`src/rtl/assert_macros.svh`:
```
// Assertion macros used by the core RTL file of the span remap table.
`ifndef ASSERT_MACROS_SVH
`define ASSERT_MACROS_SVH

// Checks a property on every rising edge while reset is released.
`define SCRT_ASSERT(lbl, clk, rst_n, prop) \
  lbl: assert property (@(posedge clk) disable iff (!rst_n) (prop)) \
    else $error("assertion failed");

// Checks that a condition never holds while reset is released.
`define SCRT_NEVER(lbl, clk, rst_n, cond) \
  lbl: assert property (@(posedge clk) disable iff (!rst_n) !(cond)) \
    else $error("forbidden condition seen");

`endif

```
`src/rtl/scrt_ram.sv`:
```
// Generic single-port-write, registered-read RAM.
module scrt_ram #(
  parameter int unsigned WIDTH = 32,
  parameter int unsigned DEPTH = 64,
  localparam int unsigned AW = (DEPTH > 1) ? $clog2(DEPTH) : 1
) (
  input  logic             clk,
  input  logic             we,
  input  logic [AW-1:0]    waddr,
  input  logic [WIDTH-1:0] wdata,
  input  logic [AW-1:0]    raddr,
  output logic [WIDTH-1:0] rdata
);

  logic [WIDTH-1:0] mem [DEPTH];

  always_ff @(posedge clk) begin
    if (we) begin
      mem[waddr] <= wdata;
    end
    rdata <= mem[raddr];
  end

endmodule

```
`config.mk`:
```
export PLATFORM = sky130hd
export DESIGN_NAME = scrt_ram
export DESIGN_NICKNAME = d
export VERILOG_FILES = /design/src/rtl/assert_macros.svh /design/src/rtl/scrt_ram.sv
export SDC_FILE = /design/constraint.sdc
export NUM_CORES = 2
export LEC_CHECK = 0
export BUFFER_PORTS_ARGS = -buffer_cell sky130_fd_sc_hd__buf_4
export CORE_AREA = 3 3 288 502
export DETAILED_ROUTE_END_ITERATION = 8
export DIE_AREA = 0 0 291 505
export GPL_TIMING_DRIVEN = 0
export PLACE_DENSITY = 0.76
export SYNTH_ARGS = -nofsm -noshare
export SYNTH_HDL_FRONTEND = slang
export SYNTH_SLANG_ARGS = --single-unit
```
`constraint.sdc`:
```
create_clock -name clk -period 11 [get_ports clk]
set_input_delay 2.2 -clock clk [delete_from_list [all_inputs] [get_ports clk]]
set_output_delay 2.2 -clock clk [all_outputs]
set_load 0.02 [all_outputs]
```
==> impl_metrics.ini <==
[setup_path]
cp_slowest_cell = buf_1
critPathTopFamily = buffers and inverters
critPathMostFrequentCell = buf_2
cp_num_buf_inv = 4
worstSetupPathType = in -> reg
start_kind = input port
cp.arrival_ns = 6.67
path_cells = buf_2 -> buf_2 -> buf_2 -> buf_1 -> nand3b_1 -> o221ai_1 -> a21oi_1 -> a21oi_1 -> nor2_1
rr_startpoint = mem[17][18]
setup.worst_path.start = raddr[1]
path_max_fanout = 10
crit_path_max_incr_delay_ns = 0.88
cp_data_required_time_ns = 11.65
crit_path_end_kind = flop

[cells_and_area]
final_layout_size_suffix_gt1_share_pct = 28.5
syn2layout_area_growth_pct = 13.0
nets = 3688

[clocking]
cts_tree = done
cts_resized = 0
numCtsBuffers = 172
post_cts_buffers = 0
root_buffer = clkbuf_16
htree_levels = 4
path_clk_slew_ns = 0.07
holdBufCountCts = 0
cts_buffer_depth = 3
clk_latency_ns = 0.83
numClockSinks = 2080

[hold_path]
worst_hold_path_type = reg -> reg
worstHoldStart = mem[12][20]

[synthesis]
async_flop_share_pct = 0
ys.flop_type = edfxtp_1
synth_seq_cells = 2080
synth-seq-area-share_pct = 79.1
yosys_warnings = 0
syn_area_per_cell_um2 = 23.6
synth_enable_flop_cells = 2048
syn_area_um2 = 78500
syn_nets = 3370
postSynthCellCount = 3324
yosys.cell_types.count = 34

[grt]
grt_pass1_wl_mm = 333
track_usage_pct = 33.6
grt_pass1_vias = 40394
grt_max_degree = 65
antenna_found_initial = 20
overflow = 0

[run_status]
outcome = finished with violations
violations = max-capacitance violations, max-slew violations

[timing]
finalCriticalPeriod_ns = 6.02
whs_ns = 0.967
timing.clock.skew_ns = 0.0338
slew_violations = 46
tns_ns = 0
slew-limit-headroom_pct = -3.91
rsz0062_at_grt = false
period_share_pct = 54.7
hold_viol = 0
setup_viol = 0
fmax_mhz = 166
worst_pin_slew_ns = 1.56

[floorplanning]
ios = 78
rows = 182
core-area_um2 = 141000
die_h_um = 505
start_util_pct = 55.7
die_area_um2 = 147000
die_x_um = 291

[run]
maxCapViolCount = 4

[placement]
place.port_buffers = 69
gp_congestion = 0.972
hpwl_mm = 153

[drt]
avgRoutedWirePerCell_um = 43.5
via_per_inst = 7.25
antenna_left = 0
dr.pass1.iters = 8
vias = 40799
drtIter0Drc = 7879
wirelength_mm = 245
drc = 0

[power]
peakVddDrop_mv = 0.162
power_density_nw_per_um2 = 178
p_leak_uw = 0.0274
-- sequential cells by signal (all words and copies together), names as in the netlist --
register / flops
rdata: 32
mem: 2048
-- per-layer routing --
layer	vias up	routed length [µm]	global-route usage [%]
met3	1056	31200	8.63
li1	14854	-	-
met1	20931	71000	39.1
met5	-	33	0
met4	6	26300	27.3
met2	3952	116000	52.9
-- final timing paths --
check / depth (start not counted) / end / slack [ns]
setup / recovery: 9 / rdata[9] / 4.98
hold / removal: 4 / rdata[20] / 0.97
setup reg to reg: 4 / rdata[18] / 8.32
hold reg to reg: 4 / rdata[20] / 0.97
-- tightest hold or removal path: stages (launching register included) --
cell and delay, ns:
edfxtp_1 0.32, mux2i_1 0.06, nand2_1 0.06, a311oi_1 0.13
nor3_1 0.30
-- where the power goes --
part / total [µW] / switching (µW) / internal, µW
Combinational: 995 / 684 / 311
Sequential: 8790 / 20.0 / 8770
Clock: 6030 / 2790 / 3240
Total: 15800 / 3490 / 12300
-- cell families (layout without fill, tap and decap cells) --
group	Yosys count	after routing	share of synthesized area, %
compound gates	202	202	1.67
buf+inv	182	636	1.13
flops	2080	2080	79.1
mux	637	637	16.8
other cells	0	13	0
simple gates	223	223	1.27
-- synth_stat cells (7+ instances only) --
cell type / n / area (µm²)
a311oi_1: 8 / 70.1
dfxtp_1: 32 / 641
buf_2: 57 / 285
o22ai_1: 84 / 526
buf_1: 21 / 78.8
mux4_2: 544 / 12300
a22oi_1: 12 / 90.1
clkbuf_1: 74 / 278
edfxtp_1: 2048 / 61500
mux2i_1: 93 / 931
buf_4: 25 / 188
nor2b_1: 15 / 93.8
nand2b_1: 8 / 50.1
o221ai_1: 27 / 236
nor3_1: 7 / 35.0
nand2_1: 26 / 97.6
nor2_1: 137 / 514
a21oi_1: 62 / 310
-- cell type report --
| cell class | count | area [µm²] |
|---|---|---|
| antenna | 13 | 32.5 |
| clock buffer | 217 | 4560 |
| fill | 8741 | 52300 |
| tap | 1840 | 2300 |
| buffer | 182 | 887 |
| sequential | 2080 | 62100 |
| multi-input combinational | 1062 | 16000 |
| clock inverter | 93 | 806 |
| timing repair buffer | 144 | 2020 |
-- layout by cell type (no fill, tap or decap), types with 9 or more instances in the layout --
cell type  instances
edfxtp_1        2048
mux4_2           544
clkbuf_16        176
clkbuf_1         115
buf_4             94
mux2i_1           93
o22ai_1           84
nor2_1            75
a21oi_1           62
nor2_4            62
buf_12            58
buf_2             57
clkinv_1          37
dfxtp_1           32
o221ai_1          27
clkinv_2          27
nand2_1           26
buf_1             20
nor2b_1           15
diode_2           13
buf_6             13
bufinv_16         13
a22oi_1           12
buf_16             9
-- metrics by stage --
step           worst slack (ns)  power [µW]  util, %  std cells  cell area [µm²]
2_1_floorplan              5.64        9410        -       3324            78500
3_3_place_gp               2.49        9860     57.7       5233            81300
3_5_place_dp               4.53        9900     59.1       5308            83300
4_1_cts                    5.20       15800     62.9       5618            88700
5_1_grt                    5.08       16100     62.9       5619            88700
6_report                   4.98       15800     62.9       5631            88700
Power figures use the tool's default switching activity.
